$ cat config.mk
export PLATFORM = sky130hd
export DESIGN_NAME = contour_to_plotter_path_densifier_unit
export DESIGN_NICKNAME = d
export VERILOG_FILES = /design/src/design/cpd_pkg.sv /design/src/design/contour_to_plotter_path_densifier_unit.sv /design/src/design/cpd_divsqrt.sv
export VERILOG_INCLUDE_DIRS = /design/src /design/src/design
export SDC_FILE = /design/constraint.sdc
export NUM_CORES = 2
export LEC_CHECK = 0
export ABC_AREA = 1
export BUFFER_PORTS_ARGS = -buffer_cell sky130_fd_sc_hd__clkbuf_2
export CAP_MARGIN = 15
export CORE_MARGIN = 5
export CORE_UTILIZATION = 55
export DETAILED_ROUTE_END_ITERATION = 12
export PLACE_DENSITY = 0.76
export SETUP_SLACK_MARGIN = 0.4
export SLEW_MARGIN = 10
export SYNTH_ARGS = -nofsm -noshare
export SYNTH_HDL_FRONTEND = slang
export SYNTH_SLANG_ARGS = --single-unit
$ cat constraint.sdc
create_clock -name clk -period 13.55 [get_ports clk]
set_input_delay 1.355 -clock clk [delete_from_list [all_inputs] [get_ports clk]]
set_output_delay 1.355 -clock clk [all_outputs]
set_load 0.01 [all_outputs]
$ cat src/design/contour_to_plotter_path_densifier_unit_defines.svh
// Assertion macros shared by the densifier RTL.
`ifndef CONTOUR_TO_PLOTTER_PATH_DENSIFIER_UNIT_DEFINES_SVH
`define CONTOUR_TO_PLOTTER_PATH_DENSIFIER_UNIT_DEFINES_SVH

// Same-cycle implication, checked outside reset.
`define CPD_ASSERT_IMP(lbl, ante, cons, msg) \
  lbl: assert property (@(posedge clk) disable iff (!rst_n) (ante) |-> (cons)) \
    else $error(msg);

// Next-cycle implication, checked outside reset.
`define CPD_ASSERT_NEXT(lbl, ante, cons, msg) \
  lbl: assert property (@(posedge clk) disable iff (!rst_n) (ante) |=> (cons)) \
    else $error(msg);

`endif

$ cat src/design/cpd_pkg.sv
package cpd_pkg;

  localparam int COORD_BITS = 12;
  localparam int DEPTH_W    = 14;
  localparam int ACROSS_W   = 13;
  localparam int HEIGHT_W   = 14;
  localparam int POS_W      = 16;
  localparam int MAG_W      = 15;
  localparam int SCALE_W    = 14;
  localparam int MUL_W      = 28;
  localparam int PROD_W     = 56;
  localparam int QUO_W      = 29;
  localparam int ROOT_W     = 15;
  localparam int K_W        = 4;

  localparam logic [SCALE_W-1:0] ACROSS_SPAN = 14'd7680;
  localparam logic [SCALE_W-1:0] HEIGHT_SPAN = 14'd10240;
  localparam logic signed [POS_W-1:0] ACROSS_MIN = -16'sd3840;
  localparam logic signed [POS_W-1:0] HEIGHT_MIN = 16'sd2560;
  localparam logic [DEPTH_W-1:0] DEPTH_BOARD = 14'd10240;
  localparam logic [DEPTH_W-1:0] DEPTH_LIFT  = 14'd12288;
  localparam logic [K_W-1:0] MAX_FILLS = 4'd12;

  typedef enum logic [1:0] {
    KIND_FILL    = 2'd0,
    KIND_CONTOUR = 2'd1,
    KIND_LIFT    = 2'd2
  } point_kind_t;

  typedef enum logic [1:0] {
    REG_ORIGIN_X = 2'd0,
    REG_ORIGIN_Y = 2'd1,
    REG_EXTENT_X = 2'd2,
    REG_EXTENT_Y = 2'd3
  } cfg_reg_t;

  typedef enum logic [1:0] {
    GOAL_LIFT_IN  = 2'd0,
    GOAL_BOARD    = 2'd1,
    GOAL_LIFT_OUT = 2'd2
  } goal_t;

  typedef enum logic [3:0] {
    S_IDLE,
    S_SC_MUL,
    S_SC_DIV,
    S_SC_WAIT,
    S_GOAL,
    S_D2_Y,
    S_D2_Z,
    S_D2_SUM,
    S_CHECK,
    S_FL_MUL_A,
    S_FL_MUL_A2,
    S_FL_DIV,
    S_FL_DIV_WAIT,
    S_FL_SQRT_WAIT,
    S_EMIT_FILL,
    S_EMIT_TGT
  } state_t;

  typedef struct packed {
    logic [COORD_BITS-1:0] pixel_x;
    logic [COORD_BITS-1:0] pixel_y;
    logic                  starts_contour;
    logic                  ends_contour;
  } in_item_t;

  typedef struct packed {
    logic [DEPTH_W-1:0]         depth_cm;
    logic signed [ACROSS_W-1:0] across_cm;
    logic [HEIGHT_W-1:0]        height_cm;
    logic [1:0]                 point_kind;
    logic                       last_of_run;
  } out_item_t;

  typedef struct packed {
    logic              start;
    logic              is_sqrt;
    logic [PROD_W-1:0] num;
    logic [MUL_W-1:0]  den;
  } unit_req_t;

  typedef struct packed {
    logic             busy;
    logic             done;
    logic [QUO_W-1:0] result;
  } unit_rsp_t;

endpackage

$ cat src/design/contour_to_plotter_path_densifier_unit.sv
// Channel   Direction  Handshake              Payload
// in_       input      in_valid / in_ready    cpd_pkg::in_item_t
// out_      output     out_valid / out_ready  cpd_pkg::out_item_t
// cfg_      input      cfg_valid / cfg_ready  cfg_index, cfg_data
//
// One point is taken at a time; in_ready is high only while the sequencer is idle.
// Scaling runs a 29-step divide per axis, which is skipped when that extent is zero.
// Each fill point then needs, per axis, a 29-step divide and a 15-step square root.
// Results leave through one output register, so a stalled output stops the sequencer only
// when the next result is ready. Reset is synchronous and needs no clearing pass.
`include "contour_to_plotter_path_densifier_unit_defines.svh"

module contour_to_plotter_path_densifier_unit (
  input  logic                            clk,
  input  logic                            rst_n,
  input  logic                            in_valid,
  output logic                            in_ready,
  input  cpd_pkg::in_item_t               in_data,
  output logic                            out_valid,
  input  logic                            out_ready,
  output cpd_pkg::out_item_t              out_data,
  input  logic                            cfg_valid,
  output logic                            cfg_ready,
  input  logic [1:0]                      cfg_index,
  input  logic [cpd_pkg::COORD_BITS-1:0]  cfg_data
);

  localparam int CB = cpd_pkg::COORD_BITS;

  cpd_pkg::state_t state_r, state_nxt;
  cpd_pkg::goal_t  goal_r, goal_nxt;

  logic [CB-1:0] org_x_r, org_y_r, ext_x_r, ext_y_r;
  logic [CB-1:0] px_r, px_nxt, py_r, py_nxt;
  logic          last_r, last_nxt;
  logic          axis_r, axis_nxt;
  logic [cpd_pkg::K_W-1:0] k_r, k_nxt;

  logic signed [cpd_pkg::POS_W-1:0] across_r, across_nxt, height_r, height_nxt;
  logic signed [cpd_pkg::POS_W-1:0] prev_across_r, prev_across_nxt;
  logic signed [cpd_pkg::POS_W-1:0] prev_height_r, prev_height_nxt;
  logic [cpd_pkg::DEPTH_W-1:0]      prev_depth_r, prev_depth_nxt;
  logic                             have_prev_r, have_prev_nxt;
  logic signed [cpd_pkg::POS_W-1:0] off_y_r, off_y_nxt, off_z_r, off_z_nxt;

  logic [cpd_pkg::MUL_W-1:0]  mul_a, mul_b, d2_r, d2_nxt;
  logic [cpd_pkg::PROD_W-1:0] prod_r;

  cpd_pkg::out_item_t out_r, out_nxt;
  logic               out_valid_r, out_valid_nxt;

  cpd_pkg::unit_req_t req;
  cpd_pkg::unit_rsp_t rsp;

  logic [CB-1:0]      pix_s, org_s, ext_s, n_off, n_cl;
  logic [cpd_pkg::SCALE_W-1:0] span_s, sc_q;
  logic               sc_store;
  logic signed [cpd_pkg::POS_W-1:0] dy, dz, off_m;
  logic [cpd_pkg::MAG_W-1:0] dy_mag, dz_mag, mag_s, half_t, m_val;
  logic               neg_s;
  logic [7:0]         k_sq;
  logic               more_fills;
  logic               emit_ok;
  logic               final_goal;
  logic [cpd_pkg::DEPTH_W-1:0] goal_depth;
  cpd_pkg::point_kind_t        goal_kind;

  cpd_divsqrt u_divsqrt (
    .clk   (clk),
    .rst_n (rst_n),
    .req   (req),
    .rsp   (rsp)
  );

  assign pix_s  = axis_r ? py_r : px_r;
  assign org_s  = axis_r ? org_y_r : org_x_r;
  assign ext_s  = axis_r ? ext_y_r : ext_x_r;
  assign span_s = axis_r ? cpd_pkg::HEIGHT_SPAN : cpd_pkg::ACROSS_SPAN;
  assign n_off  = (pix_s > org_s) ? pix_s - org_s : '0;
  assign n_cl   = (n_off > ext_s) ? ext_s : n_off;

  assign dy     = across_r - prev_across_r;
  assign dz     = height_r - prev_height_r;
  assign dy_mag = dy[cpd_pkg::POS_W-1] ? cpd_pkg::MAG_W'(-dy) : cpd_pkg::MAG_W'(dy);
  assign dz_mag = dz[cpd_pkg::POS_W-1] ? cpd_pkg::MAG_W'(-dz) : cpd_pkg::MAG_W'(dz);
  assign mag_s  = axis_r ? dz_mag : dy_mag;
  assign neg_s  = axis_r ? dz[cpd_pkg::POS_W-1] : dy[cpd_pkg::POS_W-1];
  assign half_t = cpd_pkg::MAG_W'(({1'b0, rsp.result[cpd_pkg::ROOT_W-1:0]} + 16'd1) >> 1);
  assign m_val  = (half_t > mag_s) ? mag_s : half_t;
  assign off_m  = neg_s ? -$signed({1'b0, m_val}) : $signed({1'b0, m_val});

  assign k_sq       = {4'b0, k_r} * {4'b0, k_r};
  assign more_fills = (k_r <= cpd_pkg::MAX_FILLS) && ({k_sq, 20'b0} < d2_r);
  assign emit_ok    = !out_valid_r || out_ready;
  assign final_goal = (goal_r == cpd_pkg::GOAL_LIFT_OUT) ||
                      ((goal_r == cpd_pkg::GOAL_BOARD) && !last_r);
  assign goal_depth = (goal_r == cpd_pkg::GOAL_BOARD) ? cpd_pkg::DEPTH_BOARD
                                                      : cpd_pkg::DEPTH_LIFT;
  assign goal_kind  = (goal_r == cpd_pkg::GOAL_BOARD) ? cpd_pkg::KIND_CONTOUR
                                                      : cpd_pkg::KIND_LIFT;

  assign sc_store = ((state_r == cpd_pkg::S_SC_DIV) && (ext_s == '0)) ||
                    ((state_r == cpd_pkg::S_SC_WAIT) && rsp.done);
  assign sc_q     = (state_r == cpd_pkg::S_SC_WAIT) ? rsp.result[cpd_pkg::SCALE_W-1:0] : '0;

  always_comb begin
    mul_a = '0;
    mul_b = '0;
    unique case (state_r)
      cpd_pkg::S_SC_MUL: begin
        mul_a = cpd_pkg::MUL_W'(n_cl);
        mul_b = cpd_pkg::MUL_W'(span_s);
      end
      cpd_pkg::S_D2_Y: begin
        mul_a = cpd_pkg::MUL_W'(dy_mag);
        mul_b = cpd_pkg::MUL_W'(dy_mag);
      end
      cpd_pkg::S_D2_Z: begin
        mul_a = cpd_pkg::MUL_W'(dz_mag);
        mul_b = cpd_pkg::MUL_W'(dz_mag);
      end
      cpd_pkg::S_FL_MUL_A: begin
        mul_a = cpd_pkg::MUL_W'(mag_s);
        mul_b = cpd_pkg::MUL_W'(k_r);
      end
      cpd_pkg::S_FL_MUL_A2: begin
        mul_a = cpd_pkg::MUL_W'({prod_r[16:0], 10'b0});
        mul_b = cpd_pkg::MUL_W'({prod_r[16:0], 10'b0});
      end
      default: begin
      end
    endcase
  end

  always_comb begin
    req.start   = 1'b0;
    req.is_sqrt = 1'b0;
    req.num     = '0;
    req.den     = '0;
    unique case (state_r)
      cpd_pkg::S_SC_DIV: begin
        req.start = (ext_s != '0);
        req.num   = cpd_pkg::PROD_W'({prod_r[26:0], 1'b0}) + cpd_pkg::PROD_W'(ext_s);
        req.den   = cpd_pkg::MUL_W'({ext_s, 1'b0});
      end
      cpd_pkg::S_FL_DIV: begin
        req.start = 1'b1;
        req.num   = {prod_r[cpd_pkg::PROD_W-3:0], 2'b00};
        req.den   = d2_r;
      end
      cpd_pkg::S_FL_DIV_WAIT: begin
        req.start   = rsp.done;
        req.is_sqrt = 1'b1;
        req.num     = cpd_pkg::PROD_W'(rsp.result);
      end
      default: begin
      end
    endcase
  end

  always_comb begin
    state_nxt = state_r;
    unique case (state_r)
      cpd_pkg::S_IDLE: begin
        if (in_valid && !(in_data.starts_contour && in_data.ends_contour)) begin
          state_nxt = cpd_pkg::S_SC_MUL;
        end
      end
      cpd_pkg::S_SC_MUL: state_nxt = cpd_pkg::S_SC_DIV;
      cpd_pkg::S_SC_DIV: begin
        if (ext_s == '0) begin
          state_nxt = axis_r ? cpd_pkg::S_GOAL : cpd_pkg::S_SC_MUL;
        end else begin
          state_nxt = cpd_pkg::S_SC_WAIT;
        end
      end
      cpd_pkg::S_SC_WAIT: begin
        if (rsp.done) begin
          state_nxt = axis_r ? cpd_pkg::S_GOAL : cpd_pkg::S_SC_MUL;
        end
      end
      cpd_pkg::S_GOAL: state_nxt = have_prev_r ? cpd_pkg::S_D2_Y : cpd_pkg::S_EMIT_TGT;
      cpd_pkg::S_D2_Y: state_nxt = cpd_pkg::S_D2_Z;
      cpd_pkg::S_D2_Z: state_nxt = cpd_pkg::S_D2_SUM;
      cpd_pkg::S_D2_SUM: state_nxt = cpd_pkg::S_CHECK;
      cpd_pkg::S_CHECK: state_nxt = more_fills ? cpd_pkg::S_FL_MUL_A : cpd_pkg::S_EMIT_TGT;
      cpd_pkg::S_FL_MUL_A: state_nxt = cpd_pkg::S_FL_MUL_A2;
      cpd_pkg::S_FL_MUL_A2: state_nxt = cpd_pkg::S_FL_DIV;
      cpd_pkg::S_FL_DIV: state_nxt = cpd_pkg::S_FL_DIV_WAIT;
      cpd_pkg::S_FL_DIV_WAIT: begin
        if (rsp.done) begin
          state_nxt = cpd_pkg::S_FL_SQRT_WAIT;
        end
      end
      cpd_pkg::S_FL_SQRT_WAIT: begin
        if (rsp.done) begin
          state_nxt = axis_r ? cpd_pkg::S_EMIT_FILL : cpd_pkg::S_FL_MUL_A;
        end
      end
      cpd_pkg::S_EMIT_FILL: begin
        if (emit_ok) begin
          state_nxt = cpd_pkg::S_CHECK;
        end
      end
      cpd_pkg::S_EMIT_TGT: begin
        if (emit_ok) begin
          state_nxt = final_goal ? cpd_pkg::S_IDLE : cpd_pkg::S_GOAL;
        end
      end
      default: state_nxt = cpd_pkg::S_IDLE;
    endcase
  end

  always_comb begin
    px_nxt          = px_r;
    py_nxt          = py_r;
    last_nxt        = last_r;
    axis_nxt        = axis_r;
    k_nxt           = k_r;
    goal_nxt        = goal_r;
    across_nxt      = across_r;
    height_nxt      = height_r;
    prev_across_nxt = prev_across_r;
    prev_height_nxt = prev_height_r;
    prev_depth_nxt  = prev_depth_r;
    have_prev_nxt   = have_prev_r;
    off_y_nxt       = off_y_r;
    off_z_nxt       = off_z_r;
    d2_nxt          = d2_r;
    out_nxt         = out_r;
    out_valid_nxt   = out_valid_r && !out_ready;

    if (state_r == cpd_pkg::S_IDLE && in_valid) begin
      px_nxt    = in_data.pixel_x;
      py_nxt    = in_data.pixel_y;
      last_nxt  = in_data.ends_contour;
      axis_nxt  = 1'b0;
      goal_nxt  = in_data.starts_contour ? cpd_pkg::GOAL_LIFT_IN : cpd_pkg::GOAL_BOARD;
    end

    if (sc_store) begin
      if (axis_r) begin
        height_nxt = $signed({2'b00, sc_q}) + cpd_pkg::HEIGHT_MIN;
      end else begin
        across_nxt = $signed({2'b00, sc_q}) + cpd_pkg::ACROSS_MIN;
        axis_nxt   = 1'b1;
      end
    end

    unique case (state_r)
      cpd_pkg::S_GOAL: k_nxt = 4'd1;
      cpd_pkg::S_D2_Z: d2_nxt = prod_r[cpd_pkg::MUL_W-1:0];
      cpd_pkg::S_D2_SUM: d2_nxt = d2_r + prod_r[cpd_pkg::MUL_W-1:0];
      cpd_pkg::S_CHECK: axis_nxt = 1'b0;
      cpd_pkg::S_FL_SQRT_WAIT: begin
        if (rsp.done) begin
          if (axis_r) begin
            off_z_nxt = off_m;
          end else begin
            off_y_nxt = off_m;
            axis_nxt  = 1'b1;
          end
        end
      end
      cpd_pkg::S_EMIT_FILL: begin
        if (emit_ok) begin
          out_valid_nxt       = 1'b1;
          out_nxt.depth_cm    = prev_depth_r;
          out_nxt.across_cm   = cpd_pkg::ACROSS_W'(prev_across_r + off_y_r);
          out_nxt.height_cm   = cpd_pkg::HEIGHT_W'(prev_height_r + off_z_r);
          out_nxt.point_kind  = cpd_pkg::KIND_FILL;
          out_nxt.last_of_run = 1'b0;
          k_nxt               = k_r + 4'd1;
        end
      end
      cpd_pkg::S_EMIT_TGT: begin
        if (emit_ok) begin
          out_valid_nxt       = 1'b1;
          out_nxt.depth_cm    = goal_depth;
          out_nxt.across_cm   = cpd_pkg::ACROSS_W'(across_r);
          out_nxt.height_cm   = cpd_pkg::HEIGHT_W'(height_r);
          out_nxt.point_kind  = goal_kind;
          out_nxt.last_of_run = final_goal;
          prev_depth_nxt      = goal_depth;
          prev_across_nxt     = across_r;
          prev_height_nxt     = height_r;
          have_prev_nxt       = 1'b1;
          goal_nxt = (goal_r == cpd_pkg::GOAL_LIFT_IN) ? cpd_pkg::GOAL_BOARD
                                                       : cpd_pkg::GOAL_LIFT_OUT;
        end
      end
      default: begin
      end
    endcase
  end

  always_ff @(posedge clk) begin
    if (!rst_n) begin
      state_r       <= cpd_pkg::S_IDLE;
      out_valid_r   <= 1'b0;
      have_prev_r   <= 1'b0;
      prev_depth_r  <= '0;
      prev_across_r <= '0;
      prev_height_r <= '0;
      org_x_r       <= '0;
      org_y_r       <= '0;
      ext_x_r       <= '1;
      ext_y_r       <= '1;
    end else begin
      state_r       <= state_nxt;
      out_valid_r   <= out_valid_nxt;
      have_prev_r   <= have_prev_nxt;
      prev_depth_r  <= prev_depth_nxt;
      prev_across_r <= prev_across_nxt;
      prev_height_r <= prev_height_nxt;
      if (cfg_valid) begin
        unique case (cfg_index)
          cpd_pkg::REG_ORIGIN_X: org_x_r <= cfg_data;
          cpd_pkg::REG_ORIGIN_Y: org_y_r <= cfg_data;
          cpd_pkg::REG_EXTENT_X: ext_x_r <= cfg_data;
          cpd_pkg::REG_EXTENT_Y: ext_y_r <= cfg_data;
          default: begin
          end
        endcase
      end
    end
    px_r     <= px_nxt;
    py_r     <= py_nxt;
    last_r   <= last_nxt;
    axis_r   <= axis_nxt;
    k_r      <= k_nxt;
    goal_r   <= goal_nxt;
    across_r <= across_nxt;
    height_r <= height_nxt;
    off_y_r  <= off_y_nxt;
    off_z_r  <= off_z_nxt;
    d2_r     <= d2_nxt;
    prod_r   <= mul_a * mul_b;
    out_r    <= out_nxt;
  end

  assign in_ready  = (state_r == cpd_pkg::S_IDLE);
  assign cfg_ready = 1'b1;
  assign out_valid = out_valid_r;
  assign out_data  = out_r;

  `CPD_ASSERT_IMP(a_fill_not_last,
    out_valid && (out_data.point_kind == cpd_pkg::KIND_FILL), !out_data.last_of_run,
    "fill point flagged as last result of a transaction")
  `CPD_ASSERT_IMP(a_done_when_waiting, rsp.done,
    (state_r == cpd_pkg::S_SC_WAIT) || (state_r == cpd_pkg::S_FL_DIV_WAIT) ||
    (state_r == cpd_pkg::S_FL_SQRT_WAIT),
    "arithmetic unit finished while the sequencer was not waiting")
  `CPD_ASSERT_IMP(a_start_when_free, req.start, !rsp.busy,
    "arithmetic unit started while busy")
  `CPD_ASSERT_NEXT(a_fill_count,
    (state_r == cpd_pkg::S_EMIT_FILL) && emit_ok, k_r <= cpd_pkg::MAX_FILLS + 4'd1,
    "more fill points than allowed between two targets")

endmodule

$ cat src/design/cpd_divsqrt.sv
module cpd_divsqrt (
  input  logic                clk,
  input  logic                rst_n,
  input  cpd_pkg::unit_req_t  req,
  output cpd_pkg::unit_rsp_t  rsp
);

  logic                       busy_r, busy_nxt;
  logic                       done_r, done_nxt;
  logic                       sqrt_r, sqrt_nxt;
  logic [4:0]                 cnt_r, cnt_nxt;
  logic [cpd_pkg::PROD_W-1:0] num_r, num_nxt;
  logic [cpd_pkg::MUL_W-1:0]  den_r, den_nxt;
  logic [29:0]                rem_r, rem_nxt;
  logic [cpd_pkg::QUO_W-1:0]  quo_r, quo_nxt;
  logic [29:0]                d_trial;
  logic [29:0]                s_rem;
  logic [29:0]                s_trial;

  assign d_trial = {rem_r[28:0], num_r[cpd_pkg::PROD_W-1]};
  assign s_rem   = {rem_r[27:0], num_r[cpd_pkg::PROD_W-1 -: 2]};
  assign s_trial = {quo_r[27:0], 2'b01};

  always_comb begin
    busy_nxt = busy_r;
    done_nxt = 1'b0;
    sqrt_nxt = sqrt_r;
    cnt_nxt  = cnt_r;
    num_nxt  = num_r;
    den_nxt  = den_r;
    rem_nxt  = rem_r;
    quo_nxt  = quo_r;
    if (!busy_r && req.start) begin
      busy_nxt = 1'b1;
      sqrt_nxt = req.is_sqrt;
      den_nxt  = req.den;
      quo_nxt  = '0;
      if (req.is_sqrt) begin
        cnt_nxt = 5'd15;
        rem_nxt = '0;
        num_nxt = {req.num[29:0], 26'b0};
      end else begin
        cnt_nxt = 5'd29;
        rem_nxt = {3'b0, req.num[55:29]};
        num_nxt = {req.num[28:0], 27'b0};
      end
    end else if (busy_r) begin
      cnt_nxt = cnt_r - 5'd1;
      if (cnt_r == 5'd1) begin
        busy_nxt = 1'b0;
        done_nxt = 1'b1;
      end
      if (sqrt_r) begin
        num_nxt = {num_r[cpd_pkg::PROD_W-3:0], 2'b00};
        if (s_rem >= s_trial) begin
          rem_nxt = s_rem - s_trial;
          quo_nxt = {quo_r[cpd_pkg::QUO_W-2:0], 1'b1};
        end else begin
          rem_nxt = s_rem;
          quo_nxt = {quo_r[cpd_pkg::QUO_W-2:0], 1'b0};
        end
      end else begin
        num_nxt = {num_r[cpd_pkg::PROD_W-2:0], 1'b0};
        if (d_trial >= {2'b00, den_r}) begin
          rem_nxt = d_trial - {2'b00, den_r};
          quo_nxt = {quo_r[cpd_pkg::QUO_W-2:0], 1'b1};
        end else begin
          rem_nxt = d_trial;
          quo_nxt = {quo_r[cpd_pkg::QUO_W-2:0], 1'b0};
        end
      end
    end
  end

  always_ff @(posedge clk) begin
    if (!rst_n) begin
      busy_r <= 1'b0;
      done_r <= 1'b0;
    end else begin
      busy_r <= busy_nxt;
      done_r <= done_nxt;
    end
    sqrt_r <= sqrt_nxt;
    cnt_r  <= cnt_nxt;
    num_r  <= num_nxt;
    den_r  <= den_nxt;
    rem_r  <= rem_nxt;
    quo_r  <= quo_nxt;
  end

  assign rsp.busy   = busy_r;
  assign rsp.done   = done_r;
  assign rsp.result = quo_r;

endmodule
Word level (Yosys, flattened, before mapping)
Index checks and enable logic that the tools add are counted.
- register bits after elaboration: 467
- input port bits: 45
- output and inout port bits: 47
- logic and storage cells: 204
- add/subtract/negate cells: 17
- multipliers: 2
- magnitude comparators: 7
- equality and inequality tests: 27
- mux-type cells: 73
- bitwise operators: 3
- reductions and logical operators: 40
- operators with widths (cell ; count):
    one-hot mux 27 bit (5 select lines) ; 2
    two-way mux 56 bit ; 4
    one-hot mux 56 bit (3 select lines) ; 1
    two-way mux 29 bit ; 5
    one-hot mux 28 bit (2 select lines) ; 2
    two-way mux 44 bit ; 2
    one-hot mux 44 bit (2 select lines) ; 1
    one-hot mux 4 bit (16 select lines) ; 1
    two-way mux 12 bit ; 5
    two-way mux 14 bit ; 4
    multiplier 27 x 27 -> 54 bit ; 1
    two-way mux 15 bit ; 3
    equality test 4 bit (second input constant) ; 8
    two-way mux 4 bit ; 8
    subtractor 16 bit ; 2
    >= comparator 30 x 28 -> 1 bit ; 1
    >= comparator 30 bit ; 1
    negation 15 bit ; 2
    adder 28 x 12 -> 29 bit ; 1
    subtractor 29 x 28 -> 29 bit ; 1
    subtractor 29 bit ; 1
    adder 28 bit ; 1
    < comparator 28 bit ; 1
    two-way mux 27 bit ; 1
    other kinds (43) ; 110

Logic depth before layout (Yosys ltp)
- word-level depth: 8
- gate-level depth with buffers: 59
- depth with buffers taken out: 54

Hierarchy
A second synthesis with hierarchy kept.
- cell total of the unflattened synthesis: 6938
- area, all modules: 52681.8 um^2
- modules (own cells, without submodules) (module ; instances ; cells each ; area an instance (um^2) ; sequential area each (um^2)):
    contour_to_plotter_path_densifier_unit ; 1 ; 5293 ; 41962.7 ; 7327.0
    cpd_divsqrt ; 1 ; 1645 ; 10719.0 ; 3413.3

Worst setup path after synthesis
No wires, ideal clock.
- path kind: register to register
- start: reg axis_r
- end: reg prod_r[53] (netlist name)
- setup time: 72 ps
- arrival: 10956 ps
- required time: 13478 ps
- path slack: 2523 ps
- cell stages (with the launch flop): 57
- path buffers: 7
- period minus slack after synthesis: 11027 ps
- cells stage by stage: dfxtp_1 > buf_2 > buf_2 > buf_2 > buf_1 > buf_1 > mux2i_1 > ha_1 > fa_1 > o21ai_0 > nand2_1 > nand2_1 > a21oi_1 > o21ai_0 > a21oi_1 > o21ai_0 > a21oi_1 > ha_1 > [21 not listed] > fa_1 > inv_1 > fa_1 > inv_1 > ha_1 > nand2_1 > nor2_1 > inv_1 > o21ai_0 > nand2_1 > o211ai_1 > a21oi_1 > o21ai_0 > nand2_1 > nand2_1 > nand2_1 > o21ai_0 > xor2_1
- word-level cells in the longest chain between the ends: 7
- elaborated cells between the ends (all ways): 13
- those cells by class: 1 x add/sub; 1 x mul; 2 x order compare; 9 x mux
- RTL lines (what ; RTL line ; RTL):
    start: declaration ; contour_to_plotter_path_densifier_unit.sv:36 ; logic axis_r, axis_nxt;
    start signal: assignment ; contour_to_plotter_path_densifier_unit.sv:330 ; axis_r <= axis_nxt;
    two-way mux 12 bit, on equally long branches ; contour_to_plotter_path_densifier_unit.sv:75, contour_to_plotter_path_densifier_unit.sv:76 ;
    subtractor 12 bit / greater-than comparator 12 bit (equally long branches) ; contour_to_plotter_path_densifier_unit.sv:79 ; assign n_off = (pix_s > org_s) ? pix_s - org_s : '0;
    two-way mux 12 bit ; contour_to_plotter_path_densifier_unit.sv:79 ;
    greater-than comparator 12 bit ; contour_to_plotter_path_densifier_unit.sv:80 ; assign n_cl = (n_off > ext_s) ? ext_s : n_off;
    two-way mux 12 bit ; contour_to_plotter_path_densifier_unit.sv:80 ;
    one-hot mux 27 bit (5 select lines) ; contour_to_plotter_path_densifier_unit.sv:109 ; unique case (state_r)
    multiplier 27 x 27 -> 54 bit (*) ; contour_to_plotter_path_densifier_unit.sv:338 ; prod_r <= mul_a * mul_b;
    end signal: assignment ; contour_to_plotter_path_densifier_unit.sv:338 ;
    end: declaration ; contour_to_plotter_path_densifier_unit.sv:47 ; logic [cpd_pkg::PROD_W-1:0] prod_r;
Every way passes the cells marked *; elsewhere a longest branch is shown, timed or not.
A chain may end at the register's enable or synchronous reset.

Worst setup path after layout
Ends and elaborated chain as after synthesis.

==> results.md <==
- Synth area leader: fa_1
- Register area share after synthesis: 21.2%
- Die width: 314 microns
- CTS resizes: 0
- Hold_buf cts: 0
- Sequential cell area: 10700 sq um
- TritonCTS buffer count: 48
- Via/cell ratio: 5.53
- Starting DRT DRC Count: 4159
- Largest cells by area after synthesis: fa_1 24%, edfxtp_1 14%, inv_1 10%, ha_1 9.9%, nand2_1 9.3%
- Post-CTS setup buffers: 0
- Antenna cells: 0
- Drt first pass iters: 6
- Area of the multi-input gates: 34800 sq um
- Pin count of the biggest net entering global routing: 76
- Fmax: 83.5 MHz
- Area of the core: 91500 sq um
- Post-route cell area: 54700 sq um
- Clock buffer depth: 3
- Initial antenna violation count: 0
- RSZ-0062 raised after global routing: no
- Die Height: 314 microns
- Most used cell, CP: nand2_1
- Worst Setup Start Kind: register
- DP Area: 53000 sq um
- Share of Yosys cell area claimed by the top area cell type: 24.1%
- Wire per inst: 18.9 microns
- Cell row count: 111
- Clock skew: 0.0292 ns
- Overall routing resource usage: 30.2%
- Worst-margin pin slew: 1.28 ns
- Most common cell after layout, fill and taps aside: inv_1
- IO Port Bufs: 79
- Compound-gate portion of the synthesized area: 11.5%
- Initial Utilization: 55.4%
- Synth async-reset ratio: 0%
- Crit-path max FO: 23
- Hpwl dp: 122 mm
- Pins Over Slew Limit: 0
- I/O pins: 92
- Cells after Synth: 6359
- Detailed Route WL: 148 mm
- Synth Area in Simple Gates: 18.1%
- Clk slew on worst S/H paths: 0.06 ns
- Mux cell area share after synthesis: 0.217%
- Arrival time at the worst endpoint: 12.50 ns
- Area delta synth->final: 7.84%
- Largest stage delay, worst path: 0.73 ns
- Avg Inst Size Synth: 7.97 sq um
- First-pass GRT wire length: 237 mm
- Nets: 7671
- Worst hold margin: 0.448 ns
- ANT nets after route: 0
- Layout fillers: 8219
- Setup violations, final: 0
- Number of enable flip-flop cells after synthesis: 241
- Crit path kind: register to register
- H-tree levels: 2
- PwrDens: 252 nW/um^2
- Vias: 43300
- Slowest stage cell, crit path: o221ai_2
- Top_reg_cell synth: edfxtp_1
- Yosys Warn Count: 0
- Die area: 98300 sq um
- Placed cell count: 7750
- Clk root buf: clkbuf_16
- Maximum vdd drop: 0.549 mV
- GP Congestion: 0.980
- Fin crit period: 11.98 ns
- Number of remaining DRC errors: 0
- Crit end category: register
- Adder-cell share of the synthesized area: 34.0%
- Cell leakage power: 27.1 nW
- Status: complete, no violations
- Clk sinks: 416
- Synth Cell Area: 50700 sq um
- WP data required: 14.07 ns
- Commonest non-fill, non-tap cells in the layout: 1348 x inv_1, 1261 x nand2_1, 610 x fa_1
- Non-Filler Instances: 7840
- Skew-Pair Late Insertion Delay: 0.61 ns
- Library cells used by synthesis: 74
- Xor and xnor area share after synthesis: 3.02%
- Tcrit/Tclk final: 88.4%
- Max-Cap Viols: 0
- Vias in the first global route: 43700
- Remaining global-route overflow: 0
- CTS tree: built
- Hold Path Class: register to register
- Layout cells sized above 1: 5.29%
- Largest family of logic cells by synthesized area: adder cells
- Final TNS setup: 0 ns
- Synth Register Bits: 416
- Count of final hold-check violations: 0
- Relative max-transition margin: 13.9%
metal layers:
metal	share of wire, %	GRT usage [%]
met5	0	0
met4	3.2	8.24
met3	8.4	3.96
met2	47	50.3
met1	42	41.9
flip-flops by register name, summed over array words and instances, names as in the netlist, 13 cells and up:
register and flops:
u_divsqrt.num_r 30, u_divsqrt.quo_r 29, prev_height_r 15, u_divsqrt.rem_r 29
out_data 33, d2_r 28, prod_r 54, height_r 15
prev_across_r 16, u_divsqrt.den_r 28, off_y_r 13, off_z_r 14
across_r 16
final cells by class:
cell class,count,share of cell area (%)
Multi-Input combinational cell,4633,63.7
Sequential cell,416,19.6
Inverter,1393,9.58
Tap cell,1186,2.71
Clock buffer,62,2.38
Timing Repair Buffer,122,1.31
Clock inverter,28,0.650
metrics by stage:
| stage | util, % | power [mW] | setup WS (ns) |
|---|---|---|---|
| global route | 59.7 | 15.2 | 0.482 |
| finish | 59.7 | 13.8 | 1.57 |
| detailed placement | 57.9 | 12.3 | 1.79 |
| global placement | 57.9 | 12.2 | 2.02 |
| floorplan | - | 9.30 | 2.52 |
| CTS | 59.7 | 13.7 | 1.71 |
worst max-delay path, delay by kind of cell, from the launching register on:
kind | cells | cell delay, ns
simple gates | 15 | 2.01
compound gates | 15 | 3.30
flops | 1 | 0.69
fa+ha+maj | 10 | 4.62
xor+xnor | 1 | 0.15
buf+inv | 10 | 1.09
synth_stat cells (5+ instances only):
cell type / number
inv_1: 1348
nand2_1: 1262
fa_1: 610
nor2_1: 473
ha_1: 402
a21oi_1: 342
o21ai_0: 329
nand3_1: 266
edfxtp_1: 241
dfxtp_1: 175
xor2_1: 103
clkbuf_1: 90
xnor2_1: 72
o211ai_1: 55
nand4_1: 44
nor3_1: 42
a31oi_1: 36
buf_2: 35
or2_2: 30
inv_2: 29
o22ai_2: 29
o21ai_1: 24
o221ai_1: 23
buf_4: 22
o21a_1: 22
o21bai_1: 21
nor4_1: 17
a21o_1: 16
or2_1: 16
o22ai_1: 14
clkinv_1: 13
buf_6: 12
nand2_2: 12
nand3b_1: 12
mux2i_1: 11
nor2_2: 11
o2111ai_1: 10
o31ai_1: 10
buf_1: 7
a211oi_1: 6
a221oi_1: 6
a21boi_0: 5
and2_1: 5
nand2_4: 5
path summary, 6_finish.rpt:
check                                start          to  slack (ns)  cells past startpoint
worst max register to register      axis_r  prod_r[53]        1.57                     51
worst min register to register  ext_x_r[7]  ext_x_r[7]        0.45                      2
worst min-delay path            ext_x_r[7]  ext_x_r[7]        0.45                      2
worst max-delay path                axis_r  prod_r[53]        1.57                     51
kinds of logic (layout without fill, tap and decap cells):
kind of cell / after synthesis / count (layout)
and+or+nand+nor: 2208 / 2208
buffers and inverters: 1560 / 1605
xor gates and xnor gates: 175 / 175
AOI/OAI and AO/OA: 975 / 975
adders and majority gates: 1012 / 1012
muxes: 11 / 11
DFF: 416 / 416
other: 2 / 252
power by group:
group / switching [mW] / total [mW] / internal (mW)
clock: 0.579 / 1.37 / 0.789
combinational: 6.84 / 10.4 / 3.55
sequential: 0.233 / 2.05 / 1.81
Note: power is estimated with default switching activity, not from simulation.
